### src/rtl/rdu_pkg.sv
// Shared types, constants and fixed-point helpers of the refraction direction unit.
package rdu_pkg;

   localparam int FRAC_BITS   = 14;
   localparam int COMP_WIDTH  = 16;
   localparam int WIDE_W      = 32;
   localparam int DIV_STAGES  = 8;
   localparam int DIV_STEP    = 4;
   localparam int DIV_W       = DIV_STAGES * DIV_STEP;
   localparam int SQRT_STAGES = 8;
   localparam int SQRT_STEP   = 3;
   localparam int ROOT_W      = SQRT_STAGES * SQRT_STEP;
   localparam int RAD_W       = 2 * ROOT_W;
   localparam int SQREM_W     = ROOT_W + 2;

   localparam logic signed [63:0] ONE_FX  = 64'sd1 <<< FRAC_BITS;
   localparam logic signed [63:0] HALF_FX = 64'sd1 <<< (FRAC_BITS - 1);
   localparam logic signed [63:0] WIDE_MAX = 64'sd2147483647;
   localparam logic signed [63:0] WIDE_MIN = -64'sd2147483648;
   localparam logic signed [31:0] OUT_MAX = (32'sd1 <<< (COMP_WIDTH - 1)) - 32'sd1;
   localparam logic signed [31:0] OUT_MIN = -OUT_MAX - 32'sd1;

   typedef logic [2:0][COMP_WIDTH-1:0] vec_type;

   typedef struct packed {
      logic signed [COMP_WIDTH-1:0] ray_x;
      logic signed [COMP_WIDTH-1:0] ray_y;
      logic signed [COMP_WIDTH-1:0] ray_z;
      logic signed [COMP_WIDTH-1:0] norm_x;
      logic signed [COMP_WIDTH-1:0] norm_y;
      logic signed [COMP_WIDTH-1:0] norm_z;
      logic [COMP_WIDTH-1:0]        index_from;
      logic [COMP_WIDTH-1:0]        index_into;
   } req_type;

   typedef struct packed {
      logic signed [COMP_WIDTH-1:0] dir_x;
      logic signed [COMP_WIDTH-1:0] dir_y;
      logic signed [COMP_WIDTH-1:0] dir_z;
      logic                         total_reflect;
   } rsp_type;

   // Travels alongside the divider.
   typedef struct packed {
      vec_type ray;
      vec_type nrm;
   } div_side_type;

   // Travels alongside the square root.
   typedef struct packed {
      logic [2:0][WIDE_W-1:0] tr;
      vec_type                nrm;
      logic                   tir;
   } sqrt_side_type;

   // Round to FRAC_BITS fraction bits, halves toward plus infinity.
   function automatic logic signed [63:0] round_frac(input logic signed [63:0] x);
      round_frac = (x + HALF_FX) >>> FRAC_BITS;
   endfunction

   function automatic logic signed [WIDE_W-1:0] sat_wide(input logic signed [63:0] x);
      if (x > WIDE_MAX) begin
         sat_wide = WIDE_W'(WIDE_MAX);
      end else if (x < WIDE_MIN) begin
         sat_wide = WIDE_W'(WIDE_MIN);
      end else begin
         sat_wide = x[WIDE_W-1:0];
      end
   endfunction

   function automatic logic signed [COMP_WIDTH-1:0] sat_comp(
      input logic signed [WIDE_W-1:0] x);
      if (x > OUT_MAX) begin
         sat_comp = OUT_MAX[COMP_WIDTH-1:0];
      end else if (x < OUT_MIN) begin
         sat_comp = OUT_MIN[COMP_WIDTH-1:0];
      end else begin
         sat_comp = x[COMP_WIDTH-1:0];
      end
   endfunction

endpackage

### src/rtl/rdu_divider.sv
// Pipelined restoring divider for the index ratio, several quotient bits per stage.
module rdu_divider (
   input  logic                       clock,
   input  logic                       adv,
   input  logic [rdu_pkg::DIV_W-1:0]  num_word,
   input  logic [rdu_pkg::COMP_WIDTH-1:0] den_word,
   input  rdu_pkg::div_side_type      side_word,
   output logic [rdu_pkg::DIV_W-1:0]  quo_word,
   output rdu_pkg::div_side_type      side_out
);
   localparam int NS = rdu_pkg::DIV_STAGES;
   localparam int QW = rdu_pkg::DIV_W;
   localparam int DW = rdu_pkg::COMP_WIDTH;

   logic [DW-1:0]         rem_ff  [NS];
   logic [DW-1:0]         den_ff  [NS];
   logic [QW-1:0]         quo_ff  [NS];
   logic [QW-1:0]         num_ff  [NS];
   rdu_pkg::div_side_type side_ff [NS];

   for (genvar s = 0; s < NS; s++) begin : g_stage
      logic [DW-1:0]         rem_src, den_src, rem_in;
      logic [QW-1:0]         quo_src, num_src, quo_in, num_in;
      logic [DW:0]           shift;
      rdu_pkg::div_side_type side_src;

      if (s == 0) begin : g_first
         assign rem_src  = '0;
         assign quo_src  = '0;
         assign num_src  = num_word;
         assign den_src  = den_word;
         assign side_src = side_word;
      end else begin : g_next
         assign rem_src  = rem_ff[s-1];
         assign quo_src  = quo_ff[s-1];
         assign num_src  = num_ff[s-1];
         assign den_src  = den_ff[s-1];
         assign side_src = side_ff[s-1];
      end

      // a zero divisor always subtracts, so the quotient comes out all ones
      always_comb begin
         rem_in = rem_src;
         quo_in = quo_src;
         num_in = num_src;
         shift  = '0;
         for (int j = 0; j < rdu_pkg::DIV_STEP; j++) begin
            shift  = {rem_in, num_in[QW-1]};
            num_in = {num_in[QW-2:0], 1'b0};
            if (shift >= {1'b0, den_src}) begin
               rem_in = DW'(shift - {1'b0, den_src});
               quo_in = {quo_in[QW-2:0], 1'b1};
            end else begin
               rem_in = shift[DW-1:0];
               quo_in = {quo_in[QW-2:0], 1'b0};
            end
         end
      end

      always_ff @(posedge clock) begin
         if (adv) begin
            rem_ff[s]  <= rem_in;
            quo_ff[s]  <= quo_in;
            num_ff[s]  <= num_in;
            den_ff[s]  <= den_src;
            side_ff[s] <= side_src;
         end
      end
   end

   assign quo_word = quo_ff[NS-1];
   assign side_out = side_ff[NS-1];

endmodule

### config.mk
export PLATFORM = sky130hd
export DESIGN_NAME = rdu_divider
export DESIGN_NICKNAME = d
export VERILOG_FILES = /design/src/rtl/rdu_pkg.sv /design/src/rtl/rdu_divider.sv
export SDC_FILE = /design/constraint.sdc
export NUM_CORES = 2
export LEC_CHECK = 0
export BUFFER_PORTS_ARGS = -buffer_cell sky130_fd_sc_hd__clkbuf_2
export CORE_AREA = 2 2 277 484
export CTS_BUF_LIST = sky130_fd_sc_hd__clkbuf_16
export DETAILED_ROUTE_END_ITERATION = 8
export DIE_AREA = 0 0 279 486
export GPL_TIMING_DRIVEN = 1
export MAX_ROUTING_LAYER = met4
export PLACE_DENSITY = 0.77
export SLEW_MARGIN = 20
export SYNTH_ARGS = -nofsm -noshare
export SYNTH_HDL_FRONTEND = slang
export SYNTH_SLANG_ARGS = --single-unit
export TNS_END_PERCENT = 100
### constraint.sdc
create_clock -name clock -period 33.5 [get_ports clock]
set_input_delay 6.7 -clock clock [delete_from_list [all_inputs] [get_ports clock]]
set_output_delay 6.7 -clock clock [all_outputs]
set_load 0.005 [all_outputs]
======== Yosys cells after proc, flatten, opt, wreduce, memory -nomap -nowiden ========
Memory sizes are Yosys's and may differ from the RTL's.
Cells that the tools add are included.
storage, ports and cells
  register bits ........................... 0
  RAM bits ................................ 1504
  input bits .............................. 146
  output and inout port bits .............. 128
  logic and storage cells ................. 135
  memories ................................ 5
memories
  name     words  bits a word  read ports  clocked after memory_dff  write ports  RTL line           RTL
  side_ff  8      96           8           0                         8            rdu_divider.sv:19  rdu_pkg::div_side_type side_ff [NS];
  quo_ff   8      32           8           0                         8            rdu_divider.sv:17  logic [QW-1:0] quo_ff [NS];
  num_ff   8      28           7           0                         8            rdu_divider.sv:18  logic [QW-1:0] num_ff [NS];
  den_ff   8      16           7           0                         8            rdu_divider.sv:16  logic [DW-1:0] den_ff [NS];
  rem_ff   8      16           7           0                         8            rdu_divider.sv:15  logic [DW-1:0] rem_ff [NS];
operators by class
  $add $sub $neg .......................... 32
  $lt $le $gt $ge ......................... 32
  mux-type cells .......................... 66
operators with widths
  operator                        count
  >= comparator 17 x 16 -> 1 bit  31
  two-way mux 16 bit              32
  subtractor 16 bit               31
  two-way mux 1 bit               34
  >= comparator 1 x 16 -> 1 bit   1
  subtractor 1 x 16 -> 16 bit     1

======== Logic depth before layout (Yosys ltp) ========
An unclocked memory read counts as a cell.
  depth in word-level cells ............... 9
  gate-level depth with buffers ........... 52
  mapped depth without buffers ............ 48

======== Worst setup path before layout ========
No wires, ideal clock.
  path kind ............................... input to register
  start point ............................. in num_word[31] (netlist bit)
  end point ............................... mem rem_ff[0][10] (netlist bit) (data pin)
  setup time .............................. 0.260 ns
  arrival time ............................ 15.088 ns
  required time ........................... 33.240 ns
  setup slack ............................. 18.152 ns
  stages on the path ...................... 40
  path buffers ............................ 4
  cells stage by stage .................... inv_1 -> ha_1 -> inv_1 -> ha_1 -> a21oi_1 -> nor3_1 -> clkbuf_1 -> a21boi_0 -> ha_1 -> or2_2 -> a21oi_1 -> nor3b_1 -> o31a_1 -> o311a_1 -> nor2b_1 -> clkbuf_1 -> o21ai_0 -> ha_1 -> [... 4 more ...] -> o31ai_1 -> nand2_1 -> clkbuf_1 -> mux2_2 -> inv_1 -> ha_1 -> nor2b_1 -> o21a_1 -> o21ai_0 -> a21oi_1 -> o211ai_1 -> a31oi_1 -> o21a_1 -> nor2_1 -> o21ai_0 -> a31oi_1 -> buf_2 -> mux2_2
RTL lines
  what             RTL line           RTL
  start, declared  rdu_divider.sv:5   input logic [rdu_pkg::DIV_W-1:0] num_word,
  end, declared    rdu_divider.sv:15

==> flow_metrics.tcl <==
set metrics [dict create \
    status "finished clean" \
    area.growth.synth_to_final_pct 11.2 \
    required_ps 33940 \
    syn_nets 5749 \
    fin_crit_sh_pct 50.1 \
    initial_core_util_pct 49.7 \
    drv_cap 0 \
    cp_common_cell "a21oi_1" \
    grt_pass1_wl_mm 229 \
    relSlewSlack_pct 32.0 \
    numPortBuffers 273 \
    worstPathArrival_ps 17240 \
    cts_tree "done" \
    dr.pass1.iters 8 \
    multiInputGateArea_um2 26400 \
    crit_start "den_word[1]" \
    cts.clk_slew.worst_paths_ps 60 \
    globalRouteOverflowTotal 0 \
    synth_top_cell_by_area "edfxtp_1" \
    slowest_delay_ps 560 \
    cts_buffer_depth 3 \
    final_common_cell "edfxtp_1" \
    numCtsBuffers 111 \
    fin_crit_ps 16800 \
    rows 176 \
    final_layout_size_suffix_gt1_share_pct 13.7 \
    ys_ff_latch 1248 \
    die-area_um2 136000 \
    antenna_found_initial 9 \
    initialDrtViolationCount 2413 \
    root_buffer "clkbuf_16" \
    fillers 10700 \
    grtUsageMet2_pct 40.5 \
    skew_ps 51.6 \
    die_w_um 279 \
    synth_top_area_share_pct 57.4 \
    synthArstFlopShare_pct 0 \
    finalSetupViolCount 0 \
    rsz0062_at_grt "false" \
    coreArea_um2 131000 \
    hold_class "flop to flop" \
    cts.htree.levels 3 \
    setup_tns_ps 0 \
    gp_congestion 0.964 \
    end_kind "flop" \
    ff_latch_area_um2 37500 \
    synth_cell_types 87 \
    synth_cells 5075 \
    slowest_stage "nor3_1" \
    startpoint_type "primary input" \
    wl_per_cell_um 20.6 \
    clock_latency_ps 740 \
    hold_viol 0 \
    io_pins 274 \
    grt_use_met3_pct 3.15 \
    cts_resized 0 \
    gr-usage-met1_pct 22.1 \
    drc 0 \
    min_from "quo_ff[0][100]$_DFFE_PP_" \
    drv_slew 0 \
    fin_nets 6111 \
    routed_wl_mm 149 \
    critical_path_class "primary input to flop" \
    synth_area_um2 65300 \
    yosys_most_used_dff "edfxtp_1" \
    grt-busiest-layer "met2" \
    vias_per_cell 5.74 \
    synth_edf_count 1248 \
    fmax_mhz 59.5 \
    dr_total_vias 41500 \
    grt_pass1_vias 42300 \
    die_h_um 486 \
    syn_area_per_cell_um2 12.9 \
    clock-sinks 1248 \
    worstMarginPinSlew_ps 1020 \
    grt_start_max_net_pins 181 \
    seq_area_frac_synth_pct 57.4 \
    grt_use_total_pct 22.4 \
    dp_hpwl_mm 115 \
    r2r_start "den_ff[5][1]$_DFFE_PP_" \
    ctsHoldBuffers 0 \
    final_cell_mix "edfxtp_1 (1,248), ha_1 (498), a21oi_1 (365)" \
    postCtsSetupRepairBufs 0 \
    antenna_left 0 \
    yosysWarnings 0 \
    ys_top_cells_by_area "edfxtp_1 (57%), ha_1 (9.5%), mux2_2 (3.5%)" \
    cp_max_fo 17 \
]
## synthesized netlist by cell type (32+ instances only)
library cell and n:
nor2_1 264, mux2i_1 52, xor2_1 115, nand2_1 242, a21o_1 152, nand3_1 88, mux2_1 48, xnor2_1 243
a211oi_1 36, ha_1 498, inv_1 309, a21oi_1 366, edfxtp_1 1248, clkbuf_1 35, o21ai_0 244, o211ai_1 32
nor3_1 87, mux2_2 205, nand4_1 81, o21a_1 71, nand2b_1 60, o21bai_1 41, nor2b_1 71
## area by class of cell
class,count,area share (%)
Sequential cell,1248,51.6
Multi-Input combinational cell,3454,36.4
Clock buffer,111,3.82
Tap cell,1691,2.91
Timing Repair Buffer,307,2.30
Inverter,315,1.63
Clock inverter,93,1.32
Antenna cell,5,0.0172
## cells by family (layout without fill, tap and decap cells)
logic type	after synthesis	after routing	share of synthesized area [%]
AOI/OAI and AO/OA	1190	1190	11.7
xor gates and xnor gates	358	358	4.80
other	0	5	0
DFF	1248	1248	57.4
muxes	313	313	5.34
and+or+nand+nor	1065	1065	8.12
buffers and inverters	373	826	2.20
adders and majority gates	528	528	10.5
## sequential cells by signal, indices dropped and copies added, names as in the netlist
| signal | cells |
|---|---|
| side_ff | 768 |
| rem_ff | 112 |
| quo_ff | 144 |
| num_ff | 112 |
| den_ff | 112 |
## per-layer routing
metal	routed length, µm	share of wire (%)	up-vias
li1	-	-	20000
met1	52600	35	19900
met2	78700	53	1086
met3	6110	4.1	492
met4	11700	7.8	0
met5	0	0	-
## path summary, 6_finish.rpt
| path | slack, ps | to | depth (start not counted) |
|---|---|---|---|
| worst max-delay path | 16700 | rem_ff[0][10]$_DFFE_PP_ | 41 |
| worst min-delay path | 390 | quo_ff[1][8]$_DFFE_PP_ | 0 |
| worst max register to register | 20450 | rem_ff[6][13]$_DFFE_PP_ | 42 |
| worst min register to register | 390 | quo_ff[1][8]$_DFFE_PP_ | 0 |
## metrics by stage
step | setup WS (ps) | cell area (µm²) | util, % | hold WS, ps | cells
finish | 16700 | 72600 | 55.2 | 386 | 7224
global route | 15950 | 72600 | 55.2 | 387 | 7224
CTS | 16550 | 72600 | 55.2 | 372 | 7218
detailed placement | 15820 | 68800 | 52.4 | 405 | 7014
global placement | 15820 | 68800 | 52.4 | 400 | 7013
floorplan | 18150 | 65300 | - | 400 | 5075
## worst max-delay path: cells and delay by family
| family | cells | cell delay, ps |
|---|---|---|
| AND/OR/NAND/NOR | 10 | 2400 |
| AO/OA/AOI/OAI | 18 | 4170 |
| adder cells (fa/ha/maj) | 4 | 1390 |
| multiplexers | 2 | 890 |
| buffers and inverters | 7 | 1620 |
Power is not shown: default switching activity piles up to over one toggle a cycle in this logic, so the estimate is an artifact.
