**src/rtl/rdu_pkg.sv**
```systemverilog
// Shared types, constants and fixed-point helpers of the refraction direction unit.
package rdu_pkg;

   localparam int FRAC_BITS   = 14;
   localparam int COMP_WIDTH  = 16;
   localparam int WIDE_W      = 32;
   localparam int DIV_STAGES  = 8;
   localparam int DIV_STEP    = 4;
   localparam int DIV_W       = DIV_STAGES * DIV_STEP;
   localparam int SQRT_STAGES = 8;
   localparam int SQRT_STEP   = 3;
   localparam int ROOT_W      = SQRT_STAGES * SQRT_STEP;
   localparam int RAD_W       = 2 * ROOT_W;
   localparam int SQREM_W     = ROOT_W + 2;

   localparam logic signed [63:0] ONE_FX  = 64'sd1 <<< FRAC_BITS;
   localparam logic signed [63:0] HALF_FX = 64'sd1 <<< (FRAC_BITS - 1);
   localparam logic signed [63:0] WIDE_MAX = 64'sd2147483647;
   localparam logic signed [63:0] WIDE_MIN = -64'sd2147483648;
   localparam logic signed [31:0] OUT_MAX = (32'sd1 <<< (COMP_WIDTH - 1)) - 32'sd1;
   localparam logic signed [31:0] OUT_MIN = -OUT_MAX - 32'sd1;

   typedef logic [2:0][COMP_WIDTH-1:0] vec_type;

   typedef struct packed {
      logic signed [COMP_WIDTH-1:0] ray_x;
      logic signed [COMP_WIDTH-1:0] ray_y;
      logic signed [COMP_WIDTH-1:0] ray_z;
      logic signed [COMP_WIDTH-1:0] norm_x;
      logic signed [COMP_WIDTH-1:0] norm_y;
      logic signed [COMP_WIDTH-1:0] norm_z;
      logic [COMP_WIDTH-1:0]        index_from;
      logic [COMP_WIDTH-1:0]        index_into;
   } req_type;

   typedef struct packed {
      logic signed [COMP_WIDTH-1:0] dir_x;
      logic signed [COMP_WIDTH-1:0] dir_y;
      logic signed [COMP_WIDTH-1:0] dir_z;
      logic                         total_reflect;
   } rsp_type;

   // Travels alongside the divider.
   typedef struct packed {
      vec_type ray;
      vec_type nrm;
   } div_side_type;

   // Travels alongside the square root.
   typedef struct packed {
      logic [2:0][WIDE_W-1:0] tr;
      vec_type                nrm;
      logic                   tir;
   } sqrt_side_type;

   // Round to FRAC_BITS fraction bits, halves toward plus infinity.
   function automatic logic signed [63:0] round_frac(input logic signed [63:0] x);
      round_frac = (x + HALF_FX) >>> FRAC_BITS;
   endfunction

   function automatic logic signed [WIDE_W-1:0] sat_wide(input logic signed [63:0] x);
      if (x > WIDE_MAX) begin
         sat_wide = WIDE_W'(WIDE_MAX);
      end else if (x < WIDE_MIN) begin
         sat_wide = WIDE_W'(WIDE_MIN);
      end else begin
         sat_wide = x[WIDE_W-1:0];
      end
   endfunction

   function automatic logic signed [COMP_WIDTH-1:0] sat_comp(
      input logic signed [WIDE_W-1:0] x);
      if (x > OUT_MAX) begin
         sat_comp = OUT_MAX[COMP_WIDTH-1:0];
      end else if (x < OUT_MIN) begin
         sat_comp = OUT_MIN[COMP_WIDTH-1:0];
      end else begin
         sat_comp = x[COMP_WIDTH-1:0];
      end
   endfunction

endpackage

```
**src/rtl/rdu_sqrt.sv**
```systemverilog
// Pipelined digit-by-digit integer square root, several root bits per stage.
module rdu_sqrt (
   input  logic                         clock,
   input  logic                         adv,
   input  logic [rdu_pkg::RAD_W-1:0]    rad_word,
   input  rdu_pkg::sqrt_side_type       side_word,
   output logic [rdu_pkg::ROOT_W-1:0]   root_word,
   output logic [rdu_pkg::SQREM_W-1:0]  rem_word,
   output rdu_pkg::sqrt_side_type       side_out
);
   localparam int NS = rdu_pkg::SQRT_STAGES;
   localparam int RW = rdu_pkg::ROOT_W;
   localparam int XW = rdu_pkg::RAD_W;
   localparam int MW = rdu_pkg::SQREM_W;

   logic [RW-1:0]          root_ff [NS];
   logic [MW-1:0]          rem_ff  [NS];
   logic [XW-1:0]          rad_ff  [NS];
   rdu_pkg::sqrt_side_type side_ff [NS];

   for (genvar s = 0; s < NS; s++) begin : g_stage
      logic [RW-1:0]          root_src, root_in;
      logic [MW-1:0]          rem_src, rem_in;
      logic [XW-1:0]          rad_src, rad_in;
      logic [MW+1:0]          shift, trial;
      rdu_pkg::sqrt_side_type side_src;

      if (s == 0) begin : g_first
         assign root_src = '0;
         assign rem_src  = '0;
         assign rad_src  = rad_word;
         assign side_src = side_word;
      end else begin : g_next
         assign root_src = root_ff[s-1];
         assign rem_src  = rem_ff[s-1];
         assign rad_src  = rad_ff[s-1];
         assign side_src = side_ff[s-1];
      end

      always_comb begin
         root_in = root_src;
         rem_in  = rem_src;
         rad_in  = rad_src;
         shift   = '0;
         trial   = '0;
         for (int j = 0; j < rdu_pkg::SQRT_STEP; j++) begin
            shift  = {rem_in, rad_in[XW-1:XW-2]};
            rad_in = {rad_in[XW-3:0], 2'b00};
            trial  = (MW+2)'({root_in, 2'b01});
            if (shift >= trial) begin
               rem_in  = MW'(shift - trial);
               root_in = {root_in[RW-2:0], 1'b1};
            end else begin
               rem_in  = shift[MW-1:0];
               root_in = {root_in[RW-2:0], 1'b0};
            end
         end
      end

      always_ff @(posedge clock) begin
         if (adv) begin
            root_ff[s] <= root_in;
            rem_ff[s]  <= rem_in;
            rad_ff[s]  <= rad_in;
            side_ff[s] <= side_src;
         end
      end
   end

   assign root_word = root_ff[NS-1];
   assign rem_word  = rem_ff[NS-1];
   assign side_out  = side_ff[NS-1];

endmodule

```
**config.mk**
```make
export PLATFORM = sky130hd
export DESIGN_NAME = rdu_sqrt
export DESIGN_NICKNAME = d
export VERILOG_FILES = /design/src/rtl/rdu_pkg.sv /design/src/rtl/rdu_sqrt.sv
export SDC_FILE = /design/constraint.sdc
export NUM_CORES = 2
export LEC_CHECK = 0
export ABC_CLOCK_PERIOD_IN_PS = 23300
export BUFFER_PORTS_ARGS = -buffer_cell sky130_fd_sc_hd__buf_2
export CAP_MARGIN = 20
export CORE_MARGIN = 3
export CORE_UTILIZATION = 47
export CTS_BUF_LIST = sky130_fd_sc_hd__clkbuf_4 sky130_fd_sc_hd__clkbuf_8
export DETAILED_ROUTE_END_ITERATION = 8
export SLEW_MARGIN = 10
export SYNTH_ARGS = -nofsm -noshare
export SYNTH_HDL_FRONTEND = slang
export SYNTH_SLANG_ARGS = --single-unit
```
**constraint.sdc**
```tcl
create_clock -name clock -period 23.3 [get_ports clock]
set_input_delay 1.165 -clock clock [delete_from_list [all_inputs] [get_ports clock]]
set_output_delay 1.165 -clock clock [all_outputs]
set_load 0.1 [all_outputs]
```
=== Yosys cells after proc, flatten, opt, wreduce, memory -nomap -nowiden ===
Memories as Yosys holds them, arrays and structs flattened.
Index checks and enable logic that the tools add are counted.

* Register bits: 0
* Latch bits: 0
* Bits in writable memories: 1896
* ROM bits: 0
* Input bits: 195
* Output and inout port bits: 195
* Logic and storage cells: 102
* Memories kept: 4

{| class="wikitable"
|+ Memory list
! memory !! depth !! width !! rd ports !! clocked after Yosys merged registers in !! wr ports !! RTL line !! text
|-
| side_ff || 8 || 145 || 8 || 0 || 8 || rdu_sqrt.sv:19 || <nowiki>rdu_pkg::sqrt_side_type side_ff [NS];</nowiki>
|-
| rad_ff || 8 || 42 || 7 || 0 || 8 || rdu_sqrt.sv:18 || <nowiki>logic [XW-1:0] rad_ff [NS];</nowiki>
|-
| rem_ff || 8 || 26 || 8 || 0 || 8 || rdu_sqrt.sv:17 || <nowiki>logic [MW-1:0] rem_ff [NS];</nowiki>
|-
| root_ff || 8 || 24 || 8 || 0 || 8 || rdu_sqrt.sv:16 || <nowiki>logic [RW-1:0] root_ff [NS];</nowiki>
|}

* Add/sub/neg operators: 24
* Multipliers: 0
* Div/mod/pow operators: 0
* Magnitude comparators: 24
* Equality and inequality tests: 0
* Shifts and indexed selects: 0
* Multiplexer cells: 50
* Bitwise gates (word level): 0
* Reduce and logical (&&, ||, !) cells: 0

{| class="wikitable"
|+ Operators with widths
! kind !! number
|-
| two-way mux 26 bit || 24
|-
| greater-or-equal comparator 28 x 26 -> 1 bit || 21
|-
| subtractor 26 bit || 21
|-
| greater-or-equal comparator 28 x 3 -> 1 bit || 1
|-
| greater-or-equal comparator 28 x 4 -> 1 bit || 1
|-
| two-way mux 1 bit || 26
|-
| subtractor 26 x 3 -> 26 bit || 1
|-
| subtractor 26 x 4 -> 26 bit || 1
|-
| subtractor 2 x 1 -> 3 bit (second input constant) || 1
|-
| greater-or-equal comparator 2 x 1 -> 1 bit (second input constant) || 1
|}

=== Logic depth before layout (Yosys ltp) ===
An unclocked memory read counts as a cell.

* Depth after elaboration: 7
* Depth in mapped cells: 43
* Mapped depth without buffers: 40

=== Worst setup path before layout ===
No wires, ideal clock.

* Path type: reg-to-reg
* Start point: memory root_ff[1][64] (netlist name)
* End point: memory rem_ff[1][100] (netlist name) (data pin)
* Library setup time: 0.262 ns
* Data arrival time: 8.330 ns
* Required time: 23.038 ns
* Slack: 14.708 ns
* Stages on the path, launching flop included: 43
* Path buffers: 6
* Clock period less this slack: 8.592 ns
* Cells stage by stage: edfxtp_1 inv_1 ha_1 clkbuf_1 and4_1 nand3_1 or4_1 a32o_1 nand2_1 buf_1 buf_1 nor2_1 nor2_1 ha_1 and2_1 or2_2 a21o_1 a21oi_1 (+7 left out) ha_1 a21o_1 a21o_1 a21o_1 a21o_1 a21o_1 a21o_1 a21o_1 a21oi_1 nor2b_1 o211ai_1 a21o_1 o2111a_1 and2_1 clkbuf_1 inv_1 clkbuf_1 mux2_1

{| class="wikitable"
|+ RTL lines
! item !! RTL line
|-
| from (decl) || rdu_sqrt.sv:16
|-
| to (decl) || rdu_sqrt.sv:17
|}

==> flow_metrics.env <==
export IMPL_insertion_delay_ns=1.00
export IMPL_ys_ff_latch=1644
export IMPL_fin_ws_ns=13.00
export IMPL_grt_max_degree=139
export IMPL_top_usage_layer="met2"
export IMPL_ff2ff_setup_slack_ns=13.00
export IMPL_cts_tree="done"
export IMPL_min_period_ns=10.30
export IMPL_synth_top_area_share_pct=65.49
export IMPL_cts_buffer_depth=4
export IMPL_grtUsageMet2_pct=35.21
export IMPL_drv_cap=0
export IMPL_synth_distinct_cells=104
export IMPL_worstSetupEndpointType="flip-flop"
export IMPL_crit_top_cell="a21o_1"
export IMPL_antenna_found_initial=14
export IMPL_grt_pass1_wl_um=261700
export IMPL_combPwrFrac_pct=39.5
export IMPL_p_switching_uw=3864
export IMPL_final_common_cell="edfxtp_1"
export IMPL_initial_utilization_pct=47.43
export IMPL_power_frac_clock_pct=23.1
export IMPL_rsz0062_at_grt="false"
export IMPL_crit_type="reg -> reg"
export IMPL_grt_overflow=0
export IMPL_post_cts_buffers=0
export IMPL_ys_seq_area_share_pct=65.49
export IMPL_path_max_fanout=33
export IMPL_yosys_warnings=0
export IMPL_fmax_ghz=0.09713
export IMPL_cp_start_kind="flip-flop"
export IMPL_cts_sinks=1644
export IMPL_final_cell_mix="edfxtp_1, nor2_1, a21oi_1, buf_2, nand2_1"
export IMPL_synth_edf_count=1644
export IMPL_holdPathEnd="side_ff[0][93]"
export IMPL_fin_crit_sh_pct=44.18
export IMPL_numCtsBuffers=289
export IMPL_setup_viol_count_final=0
export IMPL_ctsHoldBuffers=0
export IMPL_finalWirelength_um=171500
export IMPL_cp_arrival_ns=11.00
export IMPL_grtUsageTotal_pct=20.43
export IMPL_drc=0
export IMPL_synth_area_leaders="edfxtp_1, ha_1, xnor2_1, a21oi_1, nor2_1"
export IMPL_htreeDepth=5
export IMPL_worstMarginPinSlew_ns=1.063
export IMPL_cts_repair_resized=0
export IMPL_routed_via_density=5.502
export IMPL_worstHoldPathType="in -> reg"
export IMPL_cts_root_buf="clkbuf_8"
export IMPL_synth_ff_type="edfxtp_1"
export IMPL_routedWlPerCell_um=20.18
export IMPL_slowest_delay_ns=0.67
export IMPL_slew_headroom_pct=29.15
export IMPL_required_ns=24.00
export IMPL_synth_area_mm2=0.07538
export IMPL_intPower_uw=6573
export IMPL_finalMaxSlewViolations=0
export IMPL_fin_skew_ns=0.06128
export IMPL_avgSynthCellArea_um2=13.36
export IMPL_final_nets=6763
export IMPL_p_leak_uw=0.03195
export IMPL_core_mm2=0.1589
export IMPL_hp_start="side_word[93]"
export IMPL_drt_iter0_markers=3270
export IMPL_async_reset_ff_share_pct=0
export IMPL_p_per_area_mw_per_mm2=122.9
export IMPL_pre_cts_slack_ns=12.98
export IMPL_rows=146
export IMPL_p_sw_share_pct=37.02
export IMPL_reg2reg_depth=35
export IMPL_area_delta_synth_final_pct=12.66
export IMPL_final_hold_viol_count=0
export IMPL_path_clk_slew_ns=0.06
export IMPL_dp_hpwl_um=124700
export IMPL_gr_usage_met3_pct=3.915
export IMPL_io_pins=390
export IMPL_vias=46770
export IMPL_r2r_start="root_ff[1][64]"
export IMPL_die_area_mm2=0.1652
export IMPL_grt_pass1_vias=45700
export IMPL_die_h_um=406.5
export IMPL_die_w_um=406.5
export IMPL_syn_instance_count=5643
export IMPL_cp_slowest_cell="a211oi_1"
export IMPL_p_seq_share_pct=37.4
export IMPL_run_status="finished clean"
export IMPL_use_met1_pct=25.69
export IMPL_yosysTopAreaCell="edfxtp_1"
export IMPL_finalWeightedCongestion=0.8956
export IMPL_r2r_end="rem_ff[1][102]"
export IMPL_drt_pre_antenna_iters=7
export IMPL_totalNegativeSetupSlack_ns=0
export IMPL_antenna_left=0
export IMPL_numPortBuffers=389
export IMPL_drive_gt1_share_pct=14.85
export IMPL_min_delay_path_depth=1
export IMPL_ir_worst_vdd_uv=102.4
## Yosys cell counts, drive strengths merged (28+ instances only)
cell / count
nand3: 127
xor2: 162
a21oi: 406
or3: 49
a21o: 133
o21ai: 245
nand4: 59
a2111oi: 32
nor2: 406
nor4: 60
nand2b: 46
mux2: 51
clkbuf: 110
nand2: 349
and2: 38
ha: 326
nor2b: 45
a31oi: 36
o211ai: 28
o21a: 58
o21bai: 52
xnor2: 276
and3: 48
edfxtp: 1644
nor3: 116
inv: 250
o31ai: 46
## worst max path at each step
stage                     depth (start not counted)        endpoint            from
final                                            35  rem_ff[1][102]  root_ff[1][64]
after global routing                             34   rem_ff[1][36]  root_ff[1][11]
after CTS                                        36  rem_ff[1][102]  root_ff[1][64]
after detailed placement                         36  rem_ff[1][102]  root_ff[1][64]
after global placement                           36   rem_ff[1][90]  root_ff[1][64]
after floorplan                                  42  rem_ff[1][100]  root_ff[1][64]
## per-stage QoR
stage          area, um2  total power, uW  cells  util (%)  hold WS, ns
4_1_cts            84870            10550   8487     53.40       0.2015
3_5_place_dp       79730             8066   8022     50.17       0.4045
5_1_grt            84920            11130   8496     53.43       0.2254
2_1_floorplan      75390             6999   5645         -       0.4003
6_report           84930            10440   8500     53.44       0.3403
3_3_place_gp       79730             8044   8022     50.17       0.4002
## logic make-up (layout without fill, tap and decap cells)
| kind of cell | Yosys count | after routing | share of synthesized area (%) |
|---|---|---|---|
| fa+ha+maj | 327 | 327 | 5.424 |
| flops | 1644 | 1644 | 65.49 |
| compound gates | 1275 | 1275 | 10.97 |
| mux | 74 | 74 | 1.082 |
| other cells | 1 | 15 | 0.004974 |
| simple gates | 1503 | 1503 | 9.947 |
| xor+xnor | 438 | 438 | 5.089 |
| buf+inv | 381 | 1152 | 1.997 |
## power by group through the flow
| stage | logic, uW | clock network [uW] | registers, uW |
|---|---|---|---|
| 2_1_floorplan | 2830 | 0 | 4170 |
| 3_3_place_gp | 4080 | 0 | 3960 |
| 3_5_place_dp | 4090 | 0 | 3970 |
| 4_1_cts | 4120 | 2520 | 3910 |
| 5_1_grt | 4540 | 2650 | 3940 |
| 6_report | 4120 | 2410 | 3910 |
## layer usage
metal	up-vias	routed length, um
met2	1146	86120
met1	22570	71920
met4	0	5269
met5	-	0
met3	322	8236
li1	22730	-
## area by class of cell
class	instances	area, um2
flip-flops and latches	1644	49370
clock buffers	364	4578
multi-input cells	3620	24530
diodes	12	30.03
fillers	13480	74000
clock inverters	101	561.8
well taps	2072	2592
inverters	255	967.2
repair buffers	432	2305
## state kept, by name, indices dropped and copies added (netlist names)
register	cells
rem_ff	208
side_ff	1160
root_ff	108
rad_ff	168
## critical path: cells and delay by family (launching register included)
| family | cells | cell delay, ns |
|---|---|---|
| muxes | 1 | 0.50 |
| and+or+nand+nor | 10 | 2.39 |
| adders and majority gates | 3 | 1.17 |
| AOI/OAI and AO/OA | 16 | 3.95 |
| buffers and inverters | 5 | 1.63 |
| DFF | 1 | 0.35 |
No activity file was read; power rests on OpenSTA's default activity.
